`config.mk`:
```
export PLATFORM = sky130hd
export DESIGN_NAME = drop_tail_link_queue_timer_core
export DESIGN_NICKNAME = d
export VERILOG_FILES = /design/src/hdl/dtlq_pkg.sv /design/src/hdl/drop_tail_link_queue_timer_core.sv /design/src/hdl/dtlq_cfg_regs.sv /design/src/hdl/dtlq_divider.sv
export SDC_FILE = /design/constraint.sdc
export NUM_CORES = 2
export LEC_CHECK = 0
export BUFFER_PORTS_ARGS = -buffer_cell sky130_fd_sc_hd__buf_2
export CORE_ASPECT_RATIO = 1.5
export CORE_MARGIN = 5
export CORE_UTILIZATION = 30
export DETAILED_ROUTE_END_ITERATION = 7
export HOLD_SLACK_MARGIN = 0.03
export PLACE_DENSITY = 0.43
export SLEW_MARGIN = 20
export SYNTH_ARGS = -nofsm -noshare
export SYNTH_HDL_FRONTEND = slang
export SYNTH_HIERARCHICAL = 1
export SYNTH_SLANG_ARGS = --single-unit
```
`constraint.sdc`:
```
create_clock -name clk_i -period 11.2 [get_ports clk_i]
set_clock_uncertainty 0.2 [all_clocks]
set_input_delay 1.12 -clock clk_i [delete_from_list [all_inputs] [get_ports clk_i]]
set_output_delay 1.12 -clock clk_i [all_outputs]
set_load 0.02 [all_outputs]
```
`src/hdl/dtlq_pkg.sv`:
```
`default_nettype none

package dtlq_pkg;

  localparam int unsigned TimeW    = 32;
  localparam int unsigned SizeW    = 20;
  localparam int unsigned CapW     = 16;
  localparam int unsigned PropW    = 24;
  localparam int unsigned BufW     = 32;
  localparam int unsigned BacklogW = 33;
  localparam int unsigned DrainW   = TimeW + CapW;
  localparam int unsigned DepartW  = 34;
  localparam int unsigned QuoW     = 32;
  localparam int unsigned StepCntW = $clog2(QuoW);
  localparam int unsigned InDataW  = 56;
  localparam int unsigned OutDataW = 40;
  localparam int unsigned AddrW    = 4;
  localparam int unsigned ApbDataW = 32;

  localparam logic [1:0] RegCapacity    = 2'd0;
  localparam logic [1:0] RegPropagation = 2'd1;
  localparam logic [1:0] RegBuffer      = 2'd2;

  localparam logic [CapW-1:0]  CapReset  = CapW'(1);
  localparam logic [PropW-1:0] PropReset = '0;
  localparam logic [BufW-1:0]  BufReset  = '0;

  typedef struct packed {
    logic [CapW-1:0]  cap_eff;
    logic [PropW-1:0] prop;
    logic [BufW-1:0]  buf_bits;
  } cfg_t;

  typedef struct packed {
    logic busy;
    logic done;
  } div_stat_t;

  typedef enum logic [5:0] {
    ST_IDLE  = 6'b000001,
    ST_MUL   = 6'b000010,
    ST_DRAIN = 6'b000100,
    ST_CHECK = 6'b001000,
    ST_DIV   = 6'b010000,
    ST_DONE  = 6'b100000
  } state_e;

endpackage

`default_nettype wire

```
`src/hdl/drop_tail_link_queue_timer_core.sv`:
```
// Drop-tail link queue timer.
// Input stream: one transaction per packet arrival; s_axis_tdata carries
// arrival_time, packet_bits and from_end. Output stream: one transaction per
// arrival with accepted, depart_time and to_end. The APB port sets link
// capacity, propagation delay and buffer size; write it only while idle.
// Each packet is handled alone: s_axis_tready is high only while the
// sequencer is idle. An admitted packet runs multiply, drain, admission
// check, then a 32-step restoring divide (one quotient bit per cycle in the
// divider); a dropped packet skips the divide and goes from the admission
// check straight to the done state, where its result is handed on.
// The result sits in an output register; the next packet is accepted while
// it waits, and that packet's result holds in the sequencer until the
// receiver takes the pending one. Reset clears backlog and last arrival time
// and loads capacity 1, propagation 0 and buffer 0.
`default_nettype none

module drop_tail_link_queue_timer_core (
  input  wire logic                                clk_i,
  input  wire logic                                rst_ni,
  input  wire logic                                s_axis_tvalid,
  output logic                                     s_axis_tready,
  // [31:0] arrival_time, [51:32] packet_bits, [52] from_end, [55:53] zero
  input  wire logic [dtlq_pkg::InDataW-1:0]        s_axis_tdata,
  output logic                                     m_axis_tvalid,
  input  wire logic                                m_axis_tready,
  // [0] accepted, [34:1] depart_time, [35] to_end, [39:36] zero
  output logic      [dtlq_pkg::OutDataW-1:0]       m_axis_tdata,
  input  wire logic                                psel,
  input  wire logic                                penable,
  input  wire logic                                pwrite,
  input  wire logic [dtlq_pkg::AddrW-1:0]          paddr,
  input  wire logic [dtlq_pkg::ApbDataW-1:0]       pwdata,
  output logic      [dtlq_pkg::ApbDataW-1:0]       prdata,
  output logic                                     pready
);

  dtlq_pkg::cfg_t      cfg;
  dtlq_pkg::div_stat_t div_stat;
  dtlq_pkg::state_e    state_q, state_d;

  logic [dtlq_pkg::TimeW-1:0]    now_q, last_q, elapsed_q;
  logic [dtlq_pkg::SizeW-1:0]    size_q;
  logic                          from_q;
  logic [dtlq_pkg::DrainW-1:0]   drain_q, product;
  logic [dtlq_pkg::BacklogW-1:0] backlog_q, drained, total;
  logic [dtlq_pkg::TimeW:0]      base_q;
  logic [dtlq_pkg::DepartW-1:0]  depart_q;
  logic                          acc_q;
  logic                          admit, div_start, in_hs, out_free;
  logic [dtlq_pkg::QuoW-1:0]     quotient;
  logic [dtlq_pkg::TimeW-1:0]    s_now;
  logic                          m_valid_q;
  logic [dtlq_pkg::OutDataW-1:0] m_data_q;

  dtlq_cfg_regs u_cfg (
    .clk_i   (clk_i),
    .rst_ni  (rst_ni),
    .psel    (psel),
    .penable (penable),
    .pwrite  (pwrite),
    .paddr   (paddr),
    .pwdata  (pwdata),
    .prdata  (prdata),
    .pready  (pready),
    .cfg_o   (cfg)
  );

  dtlq_divider u_div (
    .clk_i      (clk_i),
    .rst_ni     (rst_ni),
    .start_i    (div_start),
    .dividend_i (total[dtlq_pkg::QuoW-1:0]),
    .divisor_i  (cfg.cap_eff),
    .quotient_o (quotient),
    .stat_o     (div_stat)
  );

  assign s_now         = s_axis_tdata[dtlq_pkg::TimeW-1:0];
  assign s_axis_tready = (state_q == dtlq_pkg::ST_IDLE);
  assign in_hs         = s_axis_tvalid && s_axis_tready;
  assign out_free      = !m_valid_q || m_axis_tready;

  assign product = elapsed_q * cfg.cap_eff;
  assign drained = (drain_q >= {15'b0, backlog_q}) ? '0 :
                   backlog_q - drain_q[dtlq_pkg::BacklogW-1:0];
  assign total   = backlog_q + {13'b0, size_q};
  assign admit   = total < {1'b0, cfg.buf_bits};
  assign div_start = (state_q == dtlq_pkg::ST_CHECK) && admit;

  always_comb begin
    state_d = state_q;
    case (state_q)
      dtlq_pkg::ST_IDLE:  if (in_hs) state_d = dtlq_pkg::ST_MUL;
      dtlq_pkg::ST_MUL:   state_d = dtlq_pkg::ST_DRAIN;
      dtlq_pkg::ST_DRAIN: state_d = dtlq_pkg::ST_CHECK;
      dtlq_pkg::ST_CHECK: state_d = admit ? dtlq_pkg::ST_DIV : dtlq_pkg::ST_DONE;
      dtlq_pkg::ST_DIV:   if (div_stat.done) state_d = dtlq_pkg::ST_DONE;
      dtlq_pkg::ST_DONE:  if (out_free) state_d = dtlq_pkg::ST_IDLE;
      default:            state_d = dtlq_pkg::ST_IDLE;
    endcase
  end

  always_ff @(posedge clk_i or negedge rst_ni) begin
    if (!rst_ni) begin
      state_q   <= dtlq_pkg::ST_IDLE;
      backlog_q <= '0;
      last_q    <= '0;
      m_valid_q <= 1'b0;
    end else begin
      state_q <= state_d;
      if (in_hs) begin
        last_q <= s_now;
      end
      if (state_q == dtlq_pkg::ST_DRAIN) begin
        backlog_q <= drained;
      end else if (div_start) begin
        backlog_q <= total;
      end
      if (state_q == dtlq_pkg::ST_DONE && out_free) begin
        m_valid_q <= 1'b1;
      end else if (m_axis_tready) begin
        m_valid_q <= 1'b0;
      end
    end
  end

  always_ff @(posedge clk_i) begin
    if (in_hs) begin
      now_q     <= s_now;
      size_q    <= s_axis_tdata[51:32];
      from_q    <= s_axis_tdata[52];
      elapsed_q <= (s_now >= last_q) ? s_now - last_q : '0;
    end
    if (state_q == dtlq_pkg::ST_MUL) begin
      drain_q <= product;
    end
    if (state_q == dtlq_pkg::ST_CHECK) begin
      acc_q    <= admit;
      base_q   <= {1'b0, now_q} + {9'b0, cfg.prop};
      depart_q <= '0;
    end
    if (state_q == dtlq_pkg::ST_DIV && div_stat.done) begin
      depart_q <= {1'b0, base_q} + {2'b0, quotient};
    end
    if (state_q == dtlq_pkg::ST_DONE && out_free) begin
      m_data_q <= {4'b0, acc_q & ~from_q, depart_q, acc_q};
    end
  end

  assign m_axis_tvalid = m_valid_q;
  assign m_axis_tdata  = m_data_q;

  a_backlog_bound: assert property (@(posedge clk_i) disable iff (!rst_ni)
    !backlog_q[dtlq_pkg::BacklogW-1])
    else $error("backlog reached 2^32");

  a_div_in_div_state: assert property (@(posedge clk_i) disable iff (!rst_ni)
    div_stat.busy |-> (state_q == dtlq_pkg::ST_DIV))
    else $error("divider busy outside divide state");

  a_admit_starts_div: assert property (@(posedge clk_i) disable iff (!rst_ni)
    div_start |=> (div_stat.busy && state_q == dtlq_pkg::ST_DIV))
    else $error("admitted packet did not start divide");

  a_drop_zero: assert property (@(posedge clk_i) disable iff (!rst_ni)
    (m_valid_q && !m_data_q[0]) |-> (m_data_q[dtlq_pkg::OutDataW-1:1] == '0))
    else $error("dropped packet carries nonzero fields");

endmodule

`default_nettype wire

```
`src/hdl/dtlq_cfg_regs.sv`:
```
`default_nettype none

module dtlq_cfg_regs (
  input  wire logic                                 clk_i,
  input  wire logic                                 rst_ni,
  input  wire logic                                 psel,
  input  wire logic                                 penable,
  input  wire logic                                 pwrite,
  input  wire logic [dtlq_pkg::AddrW-1:0]           paddr,
  input  wire logic [dtlq_pkg::ApbDataW-1:0]        pwdata,
  output logic      [dtlq_pkg::ApbDataW-1:0]        prdata,
  output logic                                      pready,
  output dtlq_pkg::cfg_t                            cfg_o
);

  logic [dtlq_pkg::CapW-1:0]  cap_q;
  logic [dtlq_pkg::PropW-1:0] prop_q;
  logic [dtlq_pkg::BufW-1:0]  buf_q;
  logic                       wr_en;
  logic [1:0]                 reg_idx;

  assign pready  = 1'b1;
  assign reg_idx = paddr[3:2];
  assign wr_en   = psel && penable && pwrite;

  always_ff @(posedge clk_i or negedge rst_ni) begin
    if (!rst_ni) begin
      cap_q  <= dtlq_pkg::CapReset;
      prop_q <= dtlq_pkg::PropReset;
      buf_q  <= dtlq_pkg::BufReset;
    end else if (wr_en) begin
      case (reg_idx)
        dtlq_pkg::RegCapacity:    cap_q  <= pwdata[dtlq_pkg::CapW-1:0];
        dtlq_pkg::RegPropagation: prop_q <= pwdata[dtlq_pkg::PropW-1:0];
        dtlq_pkg::RegBuffer:      buf_q  <= pwdata[dtlq_pkg::BufW-1:0];
        default: ;
      endcase
    end
  end

  always_comb begin
    case (reg_idx)
      dtlq_pkg::RegCapacity:    prdata = {16'b0, cap_q};
      dtlq_pkg::RegPropagation: prdata = {8'b0, prop_q};
      dtlq_pkg::RegBuffer:      prdata = buf_q;
      default:                  prdata = '0;
    endcase
  end

  assign cfg_o.cap_eff  = (cap_q == '0) ? dtlq_pkg::CapW'(1) : cap_q;
  assign cfg_o.prop     = prop_q;
  assign cfg_o.buf_bits = buf_q;

endmodule

`default_nettype wire

```
`src/hdl/dtlq_divider.sv`:
```
`default_nettype none

module dtlq_divider (
  input  wire logic                          clk_i,
  input  wire logic                          rst_ni,
  input  wire logic                          start_i,
  input  wire logic [dtlq_pkg::QuoW-1:0]     dividend_i,
  input  wire logic [dtlq_pkg::CapW-1:0]     divisor_i,
  output logic      [dtlq_pkg::QuoW-1:0]     quotient_o,
  output dtlq_pkg::div_stat_t                stat_o
);

  localparam logic [dtlq_pkg::StepCntW-1:0] LastStep =
    dtlq_pkg::StepCntW'(dtlq_pkg::QuoW - 1);

  logic [dtlq_pkg::CapW-1:0]     rem_q, rem_d;
  logic [dtlq_pkg::CapW-1:0]     div_q;
  logic [dtlq_pkg::QuoW-1:0]     quo_q;
  logic [dtlq_pkg::StepCntW-1:0] cnt_q;
  logic                          busy_q, done_q;
  logic [dtlq_pkg::CapW:0]       trial;
  logic                          fits;

  assign trial = {rem_q, quo_q[dtlq_pkg::QuoW-1]};
  assign fits  = trial >= {1'b0, div_q};

  always_comb begin
    if (fits) begin
      rem_d = dtlq_pkg::CapW'(trial - {1'b0, div_q});
    end else begin
      rem_d = trial[dtlq_pkg::CapW-1:0];
    end
  end

  always_ff @(posedge clk_i or negedge rst_ni) begin
    if (!rst_ni) begin
      busy_q <= 1'b0;
      done_q <= 1'b0;
      cnt_q  <= '0;
    end else begin
      done_q <= 1'b0;
      if (start_i) begin
        busy_q <= 1'b1;
        cnt_q  <= '0;
      end else if (busy_q) begin
        cnt_q <= cnt_q + 1'b1;
        if (cnt_q == LastStep) begin
          busy_q <= 1'b0;
          done_q <= 1'b1;
        end
      end
    end
  end

  always_ff @(posedge clk_i) begin
    if (start_i) begin
      rem_q <= '0;
      div_q <= divisor_i;
      quo_q <= dividend_i;
    end else if (busy_q) begin
      rem_q <= rem_d;
      quo_q <= {quo_q[dtlq_pkg::QuoW-2:0], fits};
    end
  end

  assign quotient_o  = quo_q;
  assign stat_o.busy = busy_q;
  assign stat_o.done = done_q;

endmodule

`default_nettype wire

```
# Word level (Yosys, flattened, before mapping)
# Cells that the tools add are included.
# totals
out_inout_bits,75
register_bits,452
in_bits,99
elab_cells,91
# op_classes
n_reduce_logical,18
n_eq_ne,12
order_cmp,4
mux,25
n_addsub,7
n_bitwise,2
multipliers,1
# op_table
operator,count
33-bit two-way mux,3
32-bit case mux with 3 select lines,1
34-bit two-way mux,2
32-bit two-way mux,2
48-bit by 33-bit >= comparator with 1-bit output,1
32-bit by 16-bit multiplier with 48-bit output,1
6-bit case mux with 6 select lines,1
33-bit by 32-bit adder with 34-bit output,1
32-bit by 24-bit adder with 33-bit output,1
33-bit by 20-bit adder with 33-bit output,1
33-bit by 32-bit less-than comparator with 1-bit output,1
33-bit subtractor,1
32-bit >= comparator,1
16-bit two-way mux,2
32-bit subtractor,1
6-bit two-way mux,4
17-bit by 16-bit >= comparator with 1-bit output,1
16-bit zero test,1
16-bit subtractor,1
5-bit two-way mux,2
1-bit two-way mux,8
2-bit nonzero test,4
"6-bit by 1-bit == test with 1-bit output, second input constant",1
"6-bit by 2-bit == test with 1-bit output, second input constant",1
18 further kinds,26

# Longest topological paths before layout
# depth
word_depth,5
depth_mapped,26
ltp_nobuf,24

# By module
# The synthesis kept the hierarchy.
# by_module_without_submodules
module,instances,area_per_inst_um2,cells_each
drop_tail_link_queue_timer_core,1,35472.8,3740
dtlq_divider,1,3713.6,327
dtlq_cfg_regs,1,3383.2,251

# Worst setup path before layout
# OpenSTA, ideal clock, no wires.
# synth_path
path_kind,flip-flop to flip-flop
startpoint,register u_cfg/cap_q[12] (netlist bit)
endpoint,"register drain_q[40] (netlist bit), data pin"
slack_ns,4.569
required_ns,10.736
arrival_ns,6.166
period_less_slack_ns,6.631
stages_incl_launch_ff,23
cell_sequence,dfrtp_1 -> clkbuf_1 -> clkbuf_1 -> nand2_1 -> fa_1 -> inv_1 -> fa_1 -> fa_1 -> fa_1 -> fa_1 -> inv_1 -> fa_1 -> inv_1 -> ha_1 -> nand3_1 -> or4_1 -> o22ai_2 -> o21ai_4 -> o31ai_2 -> a21oi_2 -> nor3_1 -> a2111oi_2 -> xnor2_1
# synth_rtl
item,line_no,text
from (decl),dtlq_cfg_regs.sv:16,logic [dtlq_pkg::CapW-1:0] cap_q;
from (signal assigned),dtlq_cfg_regs.sv:28,cap_q <= dtlq_pkg::CapReset;
from (signal assigned),dtlq_cfg_regs.sv:33,dtlq_pkg::RegCapacity: cap_q <= pwdata[dtlq_pkg::CapW-1:0];
to (signal assigned),drop_tail_link_queue_timer_core.sv:135,drain_q <= product;
to (decl),drop_tail_link_queue_timer_core.sv:44,"logic [dtlq_pkg::DrainW-1:0] drain_q, product;"

# Worst setup path after layout
# layout_path
startpoint,register backlog_q[0] (netlist bit)
endpoint,register u_div/rem_q[13] (netlist bit)
# layout_between
elab_chain_cells,3
# layout_lines
item,line_no,text
from (decl),drop_tail_link_queue_timer_core.sv:45,"logic [dtlq_pkg::BacklogW-1:0] backlog_q, drained, total;"
from (signal assigned),drop_tail_link_queue_timer_core.sv:115,backlog_q <= drained;
from (signal assigned),drop_tail_link_queue_timer_core.sv:117,backlog_q <= total;
33-bit by 20-bit adder with 33-bit output,drop_tail_link_queue_timer_core.sv:86,"assign total = backlog_q + {13'b0, size_q};"
"net total, one bit",drop_tail_link_queue_timer_core.sv:45,
33-bit by 32-bit less-than comparator with 1-bit output,drop_tail_link_queue_timer_core.sv:87,"assign admit = total < {1'b0, cfg.buf_bits};"
1-bit logical AND,drop_tail_link_queue_timer_core.sv:88,assign div_start = (state_q == dtlq_pkg::ST_CHECK) && admit;
net div_start,drop_tail_link_queue_timer_core.sv:49,"logic admit, div_start, in_hs, out_free;"
to (signal assigned),dtlq_divider.sv:61,rem_q <= rem_d;
to (decl),dtlq_divider.sv:16,"logic [dtlq_pkg::CapW-1:0] rem_q, rem_d;"
# The timed path passes the listed nets, and every way through them passes these cells.
# A chain may end at the register's enable or synchronous reset.

==> metrics.txt <==
area of the multi-input gates 26800 µm²; RSZ-0062 raised after global routing false; Die ar. 150000 µm²; die width 318 µm; antenna violations before repair 9; number of global-route vias before repair 33052; Max-slew headroom 0.279; fmax 121 MHz; DRT Pass-1 Iters 5; max incr delay on CP 0.85 ns; startpoint types register; residual DRC count 0; area grow syn2layout 11.4%; critical-path cell list ha_1 -> fa_1 -> a211oi_1 -> o21ai_0 -> a31oi_1 -> o31ai_1 -> a21o_1 -> nand3_1 -> xnor2_1 -> buf_4 -> ha_1 -> a21o_1 -> a21o_1 -> a2111oi_0 -> o221ai_1 -> o21ai_2 -> nand4_2 -> nand2b_1 -> inv_2 -> buf_4 -> buf_4 -> nand2b_1 -> o21ai_0; Max-cap violations 0; Hold Vio Cnt, Final 0; CP Capture Type register; final setup vio count 0; htree depth 2; Die Height 471 µm; final non-filler cell total 6366; I/O pin count 174; worst endpoint required time 11.52 ns; synthesized area per cell 9.86 µm²; Root Buffer clkbuf_16; CTS resizes 0; nets 5303; Starting Density 0.301; synth warn 6; CTS Hold Bufs 0; worst-path fanout max 33; share of cells above drive strength 1 0.108; antenna viol nets, final 0; register area 12700 µm²; minimum clock period 8.28 ns; total gr overflow 0; Iter 0 DRT Violations 1502; total global-route track usage 0.179; Routed WL 135 mm; worst skew pair latency 0.65 ns; CORE AREA 141000 µm²; Worst Tran Pin Value 1.08 ns; final core occ 0.336; Syn Inst Count 4317; slowest library cell on the worst path a2111oi_0; clock sink count 452; Cell Rows 169; routed vias 30766; Worst EP arrival 8.60 ns; dpl hpwl 107 mm; clock slew at reported path FFs 0.06 ns; most frequent cells in the layout inv_1, nand2_1, fa_1; commonest non-fill, non-tap cell in the layout inv_1; Final Cycle Share 0.739; global-route wire length before repair 206 mm; fillers 14673; TNS Setup 0 ns; placed cells 6265; Hold Crit Class in -> async; CTS tree done; outcome finished, final reports clean; Vias/cell 4.83; Max clock buf depth 3; # port buffers 163; critical path type reg -> reg; largest net degree at the start of global routing 84; GPL Wtd Cong 0.830; total CTS buffers 52; # Post-CTS Setup Buffers 0; per-cell routed wire length 21.2 µm; pins over their slew limit 0; Synth Cell Area 42600 µm²
## flip-flops by register name, summed over array words and instances, names as in the netlist, 16 cells and up
| signal | cells |
|---|---|
| drain_q | 48 |
| m_axis_tdata | 36 |
| depart_q | 34 |
| backlog_q | 33 |
| base_q | 33 |
| elapsed_q | 32 |
| last_q | 32 |
| now_q | 32 |
| u_cfg/buf_q | 32 |
| u_div/quotient_o | 32 |
| u_cfg/prop_q | 24 |
| size_q | 20 |
| u_cfg/cap_q | 16 |
| u_div/div_q | 16 |
| u_div/rem_q | 16 |
## through the flow
stage / worst slack [ns] / cell area (µm²) / hold WS [ns]
after floorplan: 4.57 / 42600 / 0.200
after global placement: 2.82 / 45500 / 0.203
after detailed placement: 2.66 / 45600 / 0.205
after CTS: 2.59 / 47400 / 0.131
after global routing: 2.40 / 47400 / 0.162
final: 2.92 / 47400 / 0.167
## worst paths after layout
path	from	to	slack [ns]	depth (start not counted)
max	backlog_q[0]	u_div/rem_q[13]	2.92	23
max in group asynchronous	rst_ni	backlog_q[24]	8.45	3
min reg2reg	depart_q[20]	m_axis_tdata[21]	0.22	0
min in group clk_i	depart_q[20]	m_axis_tdata[21]	0.22	0
min	rst_ni	u_cfg/buf_q[24]	0.17	1
max reg2reg	backlog_q[0]	u_div/rem_q[13]	2.92	23
## worst max-delay path: cells and delay by family (launching register included)
family | cells | cell delay (ns)
simple gates | 4 | 1.21
fa+ha+maj | 3 | 0.74
compound gates | 11 | 3.63
buf+inv | 4 | 1.47
flops | 1 | 0.41
xor+xnor | 1 | 0.44
## per-layer routing
metal | share of wire | vias to the layer above | GRT usage | wire length [µm]
met3 | 0.031 | 199 | 0.0205 | 4230
met2 | 0.54 | 533 | 0.344 | 72600
met4 | 0.051 | 8 | 0.0761 | 6830
li1 | - | 14537 | - | -
met1 | 0.38 | 15489 | 0.199 | 51200
met5 | 0.00027 | - | 0 | 36
## layout make-up
cell class                      instances  share of cell area
Clock buffer                           69              0.0310
Sequential cell                       452               0.267
Antenna cell                            3            0.000158
Inverter                              642              0.0509
Timing Repair Buffer                  224              0.0270
Tap cell                             1881              0.0496
Clock inverter                         29             0.00828
Multi-Input combinational cell       3066               0.566
Power is not shown: default switching activity piles up to over one toggle a cycle in this logic, so the estimate is an artifact.
